## config.mk

```make
export PLATFORM = sky130hd
export DESIGN_NAME = soa_ctrl
export DESIGN_NICKNAME = d
export VERILOG_FILES = /design/src/soa_pkg.sv /design/src/soa_ctrl.sv
export SDC_FILE = /design/constraint.sdc
export NUM_CORES = 1
export LEC_CHECK = 0
export ABC_AREA = 1
export BUFFER_PORTS_ARGS = -buffer_cell sky130_fd_sc_hd__buf_2
export CORE_AREA = 3 3 40 42
export DETAILED_ROUTE_END_ITERATION = 10
export DIE_AREA = 0 0 43 45
export PLACE_DENSITY = 0.67
export SYNTH_ARGS = -nofsm -noshare
export SYNTH_HDL_FRONTEND = slang
export SYNTH_SLANG_ARGS = --single-unit
```

## constraint.sdc

```tcl
create_clock -name clk -period 1.5 [get_ports clk]
set_input_delay 0.075 -clock clk [delete_from_list [all_inputs] [get_ports clk]]
set_output_delay 0.075 -clock clk [all_outputs]
set_load 0.02 [all_outputs]
```

## src/soa_pkg.sv

```systemverilog
`default_nettype none

package soa_pkg;

  localparam int SLAB_SLOTS  = 16;
  localparam int MAX_OBJECTS = 64;
  localparam int SLOT_W      = $clog2(SLAB_SLOTS);
  localparam int OBJ_W       = $clog2(MAX_OBJECTS);
  localparam int LINK_W      = SLOT_W + 1;
  localparam int CNT_W       = OBJ_W + 1;
  localparam int FREE_W      = 11;
  localparam int REL_W       = 5;
  localparam int NCFG_W      = 7;
  localparam int CFG_IDX_W   = 1;

  // A link value with the top bit set is the null marker.
  localparam logic [LINK_W-1:0] LINK_NIL  = LINK_W'(SLAB_SLOTS);
  // A chain entry with the top bit set ends the free-object chain.
  localparam logic [CNT_W-1:0]  CHAIN_END = '1;
  localparam logic [FREE_W-1:0] FREE_MAX  = '1;

  localparam logic [CFG_IDX_W-1:0] REG_OBJECTS_PER_SLAB = 1'd0;
  localparam logic [CFG_IDX_W-1:0] REG_FREE_LIMIT       = 1'd1;

  typedef enum logic [1:0] {
    STAT_OK         = 2'd0,
    STAT_NO_SLOT    = 2'd1,
    STAT_BAD_HANDLE = 2'd2
  } status_t;

  typedef enum logic [1:0] {
    SLAB_UNUSED  = 2'd0,
    SLAB_EMPTY   = 2'd1,
    SLAB_PARTIAL = 2'd2,
    SLAB_FULL    = 2'd3
  } slab_st_t;

  typedef enum logic [3:0] {
    OP_NONE,
    OP_LOAD,
    OP_SELECT,
    OP_FILL,
    OP_GROW,
    OP_GRANT_RD,
    OP_GRANT,
    OP_UNLINK,
    OP_SETTLE,
    OP_FREE,
    OP_PUSH,
    OP_RELEASE,
    OP_ERR,
    OP_EMIT
  } dp_op_t;

  typedef struct packed {
    dp_op_t  op;
    logic    push_empty;
    status_t err_code;
  } dp_cmd_t;

  typedef struct packed {
    logic req_free;
    logic list_avail;
    logic unused_avail;
    logic free_ok;
    logic fill_last;
    logic sel_count_zero;
    logic sel_full;
    logic over_limit;
    logic release_go;
    logic out_room;
  } dp_stat_t;

  typedef enum logic [3:0] {
    CS_IDLE,
    CS_DECODE,
    CS_FILL,
    CS_GROW,
    CS_GRANT_RD,
    CS_GRANT_UPD,
    CS_GRANT_UNLINK,
    CS_GRANT_LINK,
    CS_FREE_NEXT,
    CS_FREE_UNLINK,
    CS_FREE_PUSH,
    CS_RELEASE,
    CS_EMIT
  } ctl_state_t;

endpackage

`default_nettype wire

```

## src/soa_ctrl.sv

```systemverilog
`default_nettype none

module soa_ctrl (
  input  wire logic              clk,
  input  wire logic              rst_n,
  input  wire logic              in_tvalid,
  output logic                   in_tready,
  input  wire soa_pkg::dp_stat_t st,
  output soa_pkg::dp_cmd_t       cmd
);

  soa_pkg::ctl_state_t state_r, state_nxt;

  always_ff @(posedge clk) begin
    if (!rst_n) begin
      state_r <= soa_pkg::CS_IDLE;
    end else begin
      state_r <= state_nxt;
    end
  end

  always_comb begin
    state_nxt = state_r;
    case (state_r)
      soa_pkg::CS_IDLE: begin
        if (in_tvalid) state_nxt = soa_pkg::CS_DECODE;
      end
      soa_pkg::CS_DECODE: begin
        if (!st.req_free) begin
          if (st.list_avail) state_nxt = soa_pkg::CS_GRANT_RD;
          else if (st.unused_avail) state_nxt = soa_pkg::CS_FILL;
          else state_nxt = soa_pkg::CS_EMIT;
        end else if (st.free_ok) begin
          state_nxt = soa_pkg::CS_FREE_NEXT;
        end else begin
          state_nxt = soa_pkg::CS_EMIT;
        end
      end
      soa_pkg::CS_FILL: begin
        if (st.fill_last) state_nxt = soa_pkg::CS_GROW;
      end
      soa_pkg::CS_GROW:         state_nxt = soa_pkg::CS_GRANT_RD;
      soa_pkg::CS_GRANT_RD:     state_nxt = soa_pkg::CS_GRANT_UPD;
      soa_pkg::CS_GRANT_UPD:    state_nxt = soa_pkg::CS_GRANT_UNLINK;
      soa_pkg::CS_GRANT_UNLINK: state_nxt = soa_pkg::CS_GRANT_LINK;
      soa_pkg::CS_GRANT_LINK:   state_nxt = soa_pkg::CS_EMIT;
      soa_pkg::CS_FREE_NEXT: begin
        if (st.sel_count_zero) state_nxt = soa_pkg::CS_FREE_UNLINK;
        else state_nxt = soa_pkg::CS_EMIT;
      end
      soa_pkg::CS_FREE_UNLINK:  state_nxt = soa_pkg::CS_FREE_PUSH;
      soa_pkg::CS_FREE_PUSH: begin
        if (st.over_limit) state_nxt = soa_pkg::CS_RELEASE;
        else state_nxt = soa_pkg::CS_EMIT;
      end
      soa_pkg::CS_RELEASE: begin
        if (!st.release_go) state_nxt = soa_pkg::CS_EMIT;
      end
      soa_pkg::CS_EMIT: begin
        if (st.out_room) state_nxt = soa_pkg::CS_IDLE;
      end
      default: state_nxt = soa_pkg::CS_IDLE;
    endcase
  end

  always_comb begin
    in_tready      = 1'b0;
    cmd.op         = soa_pkg::OP_NONE;
    cmd.push_empty = 1'b0;
    cmd.err_code   = soa_pkg::STAT_OK;
    case (state_r)
      soa_pkg::CS_IDLE: begin
        in_tready = 1'b1;
        if (in_tvalid) cmd.op = soa_pkg::OP_LOAD;
      end
      soa_pkg::CS_DECODE: begin
        if (!st.req_free) begin
          if (st.list_avail || st.unused_avail) begin
            cmd.op = soa_pkg::OP_SELECT;
          end else begin
            cmd.op       = soa_pkg::OP_ERR;
            cmd.err_code = soa_pkg::STAT_NO_SLOT;
          end
        end else if (st.free_ok) begin
          cmd.op = soa_pkg::OP_FREE;
        end else begin
          cmd.op       = soa_pkg::OP_ERR;
          cmd.err_code = soa_pkg::STAT_BAD_HANDLE;
        end
      end
      soa_pkg::CS_FILL:         cmd.op = soa_pkg::OP_FILL;
      soa_pkg::CS_GROW:         cmd.op = soa_pkg::OP_GROW;
      soa_pkg::CS_GRANT_RD:     cmd.op = soa_pkg::OP_GRANT_RD;
      soa_pkg::CS_GRANT_UPD:    cmd.op = soa_pkg::OP_GRANT;
      soa_pkg::CS_GRANT_UNLINK: cmd.op = soa_pkg::OP_UNLINK;
      soa_pkg::CS_GRANT_LINK:   cmd.op = soa_pkg::OP_SETTLE;
      soa_pkg::CS_FREE_NEXT: begin
        if (!st.sel_count_zero && st.sel_full) cmd.op = soa_pkg::OP_PUSH;
      end
      soa_pkg::CS_FREE_UNLINK:  cmd.op = soa_pkg::OP_UNLINK;
      soa_pkg::CS_FREE_PUSH: begin
        cmd.op         = soa_pkg::OP_PUSH;
        cmd.push_empty = 1'b1;
      end
      soa_pkg::CS_RELEASE: begin
        if (st.release_go) cmd.op = soa_pkg::OP_RELEASE;
      end
      soa_pkg::CS_EMIT: begin
        if (st.out_room) cmd.op = soa_pkg::OP_EMIT;
      end
      default: cmd.op = soa_pkg::OP_NONE;
    endcase
  end

endmodule

`default_nettype wire

```

# [Word-level counts from Yosys, hierarchy flattened]
# Index checks and enable logic that the tools add are counted.
[totals] reg_bits=4 latchBits=0 ramBits=0 mem_bits_ro=0 out_inout_bits=8 memories=0
[op_classes] addsub=0 n_mul=0 div=0 order_cmp=0 eq_ne=16 shifts=0 n_mux=25 bitwise_logic=0 n_reduce_logical=6
[op_table] operator="one-hot mux 4 bit (13 select lines)" n=1
[op_table] operator="2-to-1 mux 4 bit" n=12
[op_table] operator="one-hot mux 4 bit (12 select lines)" n=1
[op_table] operator="== test 4 bit (second input constant)" n=5
[op_table] operator="== test 4 x 3 -> 1 bit (second input constant)" n=4
[op_table] operator="2-to-1 mux 3 bit" n=4
[op_table] operator="== test 4 x 2 -> 1 bit (second input constant)" n=2
[op_table] operator="inequality test 2 bit (second input constant)" n=4
[op_table] operator="2-to-1 mux 2 bit" n=3
[op_table] operator="== test 4 x 1 -> 1 bit (second input constant)" n=1
[op_table] operator="logical NOT 4 bit" n=1
[op_table] operator="2-to-1 mux 1 bit" n=4
[op_table] operator="AND reduction 4 bit" n=1
[op_table] operator="OR reduction 2 bit" n=1
[op_table] operator="logical AND 1 bit" n=1
[op_table] operator="logical NOT 1 bit" n=1
[op_table] operator="logical OR 1 bit" n=1

# [Longest topological paths before layout]
# Gate-level depths: netlist (run 1).
[logic_depth] word_depth=4 mapped_depth=8 mapped_depth_nobuf=8

# [Least setup slack after synthesis (run 1)]
# No wires, ideal clock.
[synth_path] path_type="reg2out" startpoint="register state_r[3]" endpoint="output port cmd[0] in the netlist's numbering" arrival_time_ns=1.302 required_time_ns=1.425 path_slack_ns=0.123 path_stages_with_launch=4 cell_sequence="dfxtp_1 -> nor2_1 -> nand2_2 -> nor4_1"
[synth_lines] item="start: declaration" line_no="soa_ctrl.sv:12" text="soa_pkg::ctl_state_t state_r, state_nxt;"
[synth_lines] item="start signal: assignment" line_no="soa_ctrl.sv:16" text="state_r <= soa_pkg::CS_IDLE;"
[synth_lines] item="start signal: assignment" line_no="soa_ctrl.sv:18" text="state_r <= state_nxt;"
[synth_lines] item="end: declaration" line_no="soa_ctrl.sv:9" text="output soa_pkg::dp_cmd_t cmd"

==> flow_summary_export.csv, run 1 <==
group,metric,value,unit
outcome,status,"complete, but fails checks",
outcome,violations,"negative setup slack",
route,vias,717,
sta,period_minus_slack,1.50,ns
critical_path,cp_common_cell,"buf_4",
floorplan,start_util,40.2,%
clock_network,clk_pin_slew,0.04,ns
clock_network,cts_tree,"built",
sta,hold_ws,0.124,ns
global_routing,grt.overflow.total,0,
clock_network,clock_latency,0.24,ns
route,wl,1780,um
power_and_ir_drop,ir_worst_vdd,0.887,mV
sta,tightest_slew,0.457,ns
placement,preCtsSetupSlack,0.150,ns
critical_path,cp.arrival,1.43,ns
floorplan,rows,13,
critical_path,cp_slowest_cell,"dfxtp_4",
global_routing,grt_max_degree,8,
clock_network,clk_path_buf_depth,2,
run,max_cap_violations,0,
route,wl_per_cell,12.8,um
sta,hold_viol,0,
global_routing,track_usage,16.0,%
synth,yosysWarnings,0,
clock_network,cts.sink_count,4,
power_and_ir_drop,pwr-share-seq,19.7,%
synth,syn_area_per_cell,5.27,um2
clock_network,hold_buffers,0,
power_and_ir_drop,p_leak,0.440,nW
global_routing,antenna_found_initial,0,
power_and_ir_drop,p_comb_share,68.2,%
synth,synth_nets,111,
synth,ys_seq_elements,4,
sta,setup_viol,1,
critical_path,start_kind,"flip-flop",
critical_path,worstPathMaxFanout,5,
finish,drive_gt1_share,50.0,%
route,vias_per_cell,5.16,
power_and_ir_drop,netSwitchingFraction,52.8,%
global_routing,grt_pass1_wl,2340,um
power_and_ir_drop,powerDensity,1390,nW/um2
route,drc_errors,0,
critical_path,end_kind,"primary output",
finish,top_regs,"state_r x4",
clock_network,htreeDepth,1,
route,drtPass1Iterations,4,
worst_hold_path,hold_class,"input pin to flip-flop",
clock_network,cts_buffers,3,
power_and_ir_drop,p_switching,0.000599,W
placement,io_buffers,20,
finish,final_nets,139,
clock_network,cts-root-buf,"clkbuf_4",
floorplan,design.die.area,1940,um2
floorplan,fp.dieH,45,um
finish,regMostFlops,"state_r",
finish,final_cell_mix,"nand2_1 (24), buf_2 (15), nor2_1 (12), inv_1 (9)",
route,drtIter0Drc,16,
finish,largest_reg_flops,4,
finish,n_antenna_cell,0,
finish,utilization,63.5,%
critical_path,critPathKind,"flip-flop to primary output",
synth,synth_cell_types,18,
floorplan,num_io_pins,21,
finish,fill_cells,120,
placement,dp_hpwl,1200,um
critical_path,worst-path-buf-inv,3,
floorplan,core,1280,um2
finish,final_common_cell,"nand2_1",
critical_path,cp_top_family,"buffers and inverters",
route,postRouteAntennaNets,0,
critical_path,slowest_delay,0.39,ns
synth,syn_inst,98,
sta,relSlewSlack,69.2,%
global_routing,grt_pass1_vias,580,
power_and_ir_drop,p_clk_share,12.1,%
sta,fmax,0.666,GHz
floorplan,die-width,43,um
placement,place_congestion,0.815,
synth,syn_area,517,um2
critical_path,crit_chain,"inv_4 -> nor2_4 -> nand2_4 -> buf_4 -> nor4_2 -> buf_4",
finish,area_delta_synth_final,57.9,%
sta,setup_slack,-0.000847,ns
sta,rsz0062_at_grt,"yes",
sta,slew_viol_final,0,
power_and_ir_drop,intPower,0.000535,W
sta,fin_skew,0.00649,ns
sta,period_share,100,%
synth,yosysSeqAreaShare,15.5,%
critical_path,cp_data_required_time,1.42,ns
-- cells by family after synthesis --
group / Yosys count / share of synthesized area [%]
simple gates: 71 / 63.7
compound gates: 8 / 9.93
buf+inv: 15 / 10.9
flops: 4 / 15.5
-- final timing paths --
path / startpoint / cells past startpoint / endpoint / slack, ns
worst min register to register: state_r[3]$_SDFFE_PN0P_ / 2 / state_r[2]$_SDFFE_PN0P_ / 0.65
worst min-delay path: rst_n / 3 / state_r[2]$_SDFFE_PN0P_ / 0.12
worst max-delay path: state_r[0]$_SDFFE_PN0P_ / 6 / cmd[0] / -0.0008
worst max register to register: state_r[3]$_SDFFE_PN0P_ / 8 / state_r[3]$_SDFFE_PN0P_ / 0.18
-- cell usage after synthesis (all sizes together) --
cell type | n | share of area, %
a21oi | 5 | 5.6
dfxtp | 4 | 15
inv | 15 | 11
nand2 | 34 | 27
nand3 | 4 | 3.9
nand3b | 2 | 2.9
nand4 | 4 | 4.8
nor2 | 22 | 20
nor3 | 4 | 3.9
nor4 | 1 | 1.2
o2111ai | 2 | 3.4
o21ai | 1 | 0.97
-- power by group through the flow --
stage / Clock (W) / Combinational [W] / Sequential, W
finish: 0.000137 / 0.000773 / 0.000224
global route: 0.000156 / 0.000839 / 0.000229
CTS: 0.000145 / 0.000623 / 0.000189
detailed placement: 0 / 0.000599 / 0.000172
global placement: 0 / 0.000597 / 0.000171
floorplan: 0 / 0.000440 / 0.000167
-- repair_timing --
action	CTS	global route
resized for setup	11	32
pin swaps	0	7
setup endpoints to repair	4	4
buffers inserted	0	3
-- through the flow --
step	power [W]	instance area, um2	instances	setup TNS [ns]
5_1_grt	0.00122	816	139	-0.240
3_5_place_dp	0.000771	636	133	0
3_3_place_gp	0.000768	636	133	0
4_1_cts	0.000956	684	136	-0.00499
2_1_floorplan	0.000607	517	98	0
6_report	0.00113	816	139	-0.000847
-- metal layers --
layer	track usage, %	up-vias	wire length (um)
li1	-	366	-
met2	30.8	37	926
met5	0	-	0
met3	0.398	8	109
met1	17.5	306	682
met4	9.04	0	64
-- worst min-delay path, stage by stage --
cell	delay, ns
buf_2	0.07
inv_1	0.07
a21oi_1	0.11
-- area by class of cell --
cell class | instances | area [um2] | share of cell area (%)
multi-input cells | 79 | 474 | 58.1
inverters | 15 | 66.3 | 8.13
flip-flops and latches | 4 | 95.1 | 11.7
repair buffers | 23 | 139 | 17.0
clock buffers | 3 | 22.5 | 2.76
well taps | 15 | 18.8 | 2.30
No activity file was read; power rests on OpenSTA's default activity.
==> inputs of run 2 (changes only) <==
--- a/config.mk
+++ b/config.mk
@@ -10,6 +10,7 @@
 export CORE_AREA = 3 3 40 42
 export DETAILED_ROUTE_END_ITERATION = 10
 export DIE_AREA = 0 0 43 45
+export HOLD_SLACK_MARGIN = 0.15
 export PLACE_DENSITY = 0.67
 export SYNTH_ARGS = -nofsm -noshare
 export SYNTH_HDL_FRONTEND = slang
==> run 2 against run 1 <==
The flow still finishes with violations (negative setup slack). Sequential cell count unchanged. Worst setup slack got worse by 0.0030 ns. Critical path depth unchanged. Design area increased by 1.2%. Die area unchanged. Register-to-register slack got worse by 0.02 ns. Clock power about the same. Core utilization increased by 0.78 points. Global-route usage increased by 0.25 points. Fmax decreased by 0.20%.
==> flow_summary_export.csv, run 2 (synthesized netlist as in run 1, its figures left out) <==
group,metric,value,unit
outcome,status,"complete, but fails checks",
outcome,violations,"negative setup slack",
global_routing,track_usage,16.2,%
finish,final_common_cell,"nand2_1",
route,wl_per_cell,12.9,um
clock_network,cts_tree,"built",
floorplan,design.die.area,1940,um2
global_routing,grt.overflow.total,0,
placement,io_buffers,20,
clock_network,cts-root-buf,"clkbuf_4",
critical_path,worstPathMaxFanout,5,
route,drtIter0Drc,12,
finish,drive_gt1_share,49.6,%
finish,area_delta_synth_final,59.8,%
sta,relSlewSlack,69.4,%
worst_hold_path,hold_depth,4,
power_and_ir_drop,p_switching,0.000604,W
route,vias_per_cell,5.13,
clock_network,htreeDepth,1,
placement,place_congestion,0.815,
sta,fmax,0.665,GHz
finish,regMostFlops,"state_r",
clock_network,clk_path_buf_depth,2,
power_and_ir_drop,p_comb_share,68.2,%
route,vias,718,
power_and_ir_drop,p_clk_share,12.2,%
floorplan,die-width,43,um
power_and_ir_drop,power,0.00114,W
critical_path,end_kind,"primary output",
critical_path,r2r-start,"state_r[3]$_SDFFE_PN0P_",
sta,setup_viol,1,
floorplan,rows,13,
finish,n_antenna_cell,0,
power_and_ir_drop,ir_worst_vdd,0.888,mV
global_routing,grt_max_degree,8,
sta,rsz0062_at_grt,"yes",
floorplan,num_io_pins,21,
power_and_ir_drop,powerDensity,1380,nW/um2
finish,multi_input_area,474,um2
sta,hold_viol,0,
critical_path,rrSetupSlack,0.16,ns
critical_path,worstRegToRegCells,8,
finish,largest_reg_flops,4,
finish,seqCellArea,95.1,um2
worst_hold_path,worstHoldStart,"st[0]",
route,wl,1810,um
sta,setup_slack,-0.00388,ns
sta,period_share,100,%
critical_path,r2r-end,"state_r[3]$_SDFFE_PN0P_",
global_routing,grt_pass1_wl,2380,um
finish,top_regs,"state_r x4",
route,postRouteAntennaNets,0,
run,max_cap_violations,0,
finish,instances_no_fill,140,
route,drtPass1Iterations,4,
finish,final_nets,140,
clock_network,clock_latency,0.24,ns
power_and_ir_drop,intPower,0.000537,W
floorplan,start_util,40.2,%
floorplan,fp.dieH,45,um
power_and_ir_drop,p_leak,0.444,nW
placement,dp_hpwl,1200,um
route,drc_errors,0,
sta,period_minus_slack,1.50,ns
critical_path,cp_data_required_time,1.42,ns
clock_network,clk_pin_slew,0.04,ns
sta,tightest_slew,0.454,ns
sta,fin_skew,0.00707,ns
finish,final_cell_mix,"nand2_1 (24), buf_2 (15), nor2_1 (12), inv_1 (9)",
power_and_ir_drop,netSwitchingFraction,52.9,%
worst_hold_path,hold_class,"input pin to flip-flop",
clock_network,cts_buffers,3,
critical_path,start_kind,"flip-flop",
finish,fill_cells,118,
floorplan,core,1280,um2
global_routing,antenna_found_initial,0,
sta,slew_viol_final,0,
worst_hold_path,min_to,"state_r[2]$_SDFFE_PN0P_",
critical_path,cp.arrival,1.43,ns
placement,dp_cells,133,
clock_network,cts.sink_count,4,
global_routing,grt_pass1_vias,593,
critical_path,critPathKind,"flip-flop to primary output",
power_and_ir_drop,pwr-share-seq,19.6,%
## run 2: cell types whose count changed in the layout (fill, tap and decap cells not counted)
| cell | change |
|---|---|
| dlygate4sd3_1 | +1 |
## run 2: area by class of cell
type	instances	share of cell area (%)
multi-input combinational	79	57.4
clock buffer	3	2.73
inverter	15	8.03
timing repair buffer	24	18.0
tap	15	2.27
sequential	4	11.5
## run 2: routing by layer
layer / GRT usage (%) / up-vias / wire [um]
met3: 0.398 / 8 / 104
li1: - / 368 / -
met2: 31.7 / 36 / 939
met1: 17.5 / 306 / 693
met4: 9.04 / 0 / 70
met5: 0 / - / 0
## run 2: how the worst max path moves through the flow
| stage | start | endpoint | depth (start not counted) |
|---|---|---|---|
| 2_1_floorplan | state_r[3]$_SDFFE_PN0P_ | cmd[0] | 3 |
| 3_3_place_gp | state_r[0]$_SDFFE_PN0P_ | cmd[5] | 9 |
| 3_5_place_dp | state_r[3]$_SDFFE_PN0P_ | cmd[5] | 8 |
| 4_1_cts | state_r[3]$_SDFFE_PN0P_ | cmd[5] | 8 |
| 5_1_grt | state_r[0]$_SDFFE_PN0P_ | cmd[0] | 6 |
| 6_report | state_r[0]$_SDFFE_PN0P_ | cmd[0] | 6 |
## run 2: worst max-delay path, stage by stage (launching register included)
cell and delay [ns]:
dfxtp_4 0.39, inv_4 0.05, nor2_4 0.14, nand2_4 0.08
buf_4 0.15, nor4_2 0.18, buf_4 0.20
## run 2: timing repair
item | in CTS | in global routing
setup endpoints to repair | 4 | 4
pin swaps | 0 | 7
hold buffers | 1 | 0
gates resized for setup | 11 | 32
hold endpoints to repair | 3 | 0
buffers inserted | 0 | 3
## run 2: through the flow
stage	utilization, %	area [um2]	TNS [ns]	hold WS, ns	setup WS (ns)
floorplan	-	517	0	0.232	0.123
CTS	54.0	694	-0.00499	0.164	-0.00499
finish	64.3	826	-0.00388	0.210	-0.00388
global placement	49.5	636	0	0.367	0.170
detailed placement	49.5	636	0	0.371	0.150
global route	64.3	826	-0.240	0.245	-0.0818
## run 2: power groups by stage
stage	sequential [W]	combinational (W)	clock, W
floorplan	0.000167	0.000440	0
global placement	0.000171	0.000597	0
detailed placement	0.000172	0.000599	0
CTS	0.000189	0.000624	0.000145
global route	0.000229	0.000841	0.000156
finish	0.000224	0.000779	0.000139
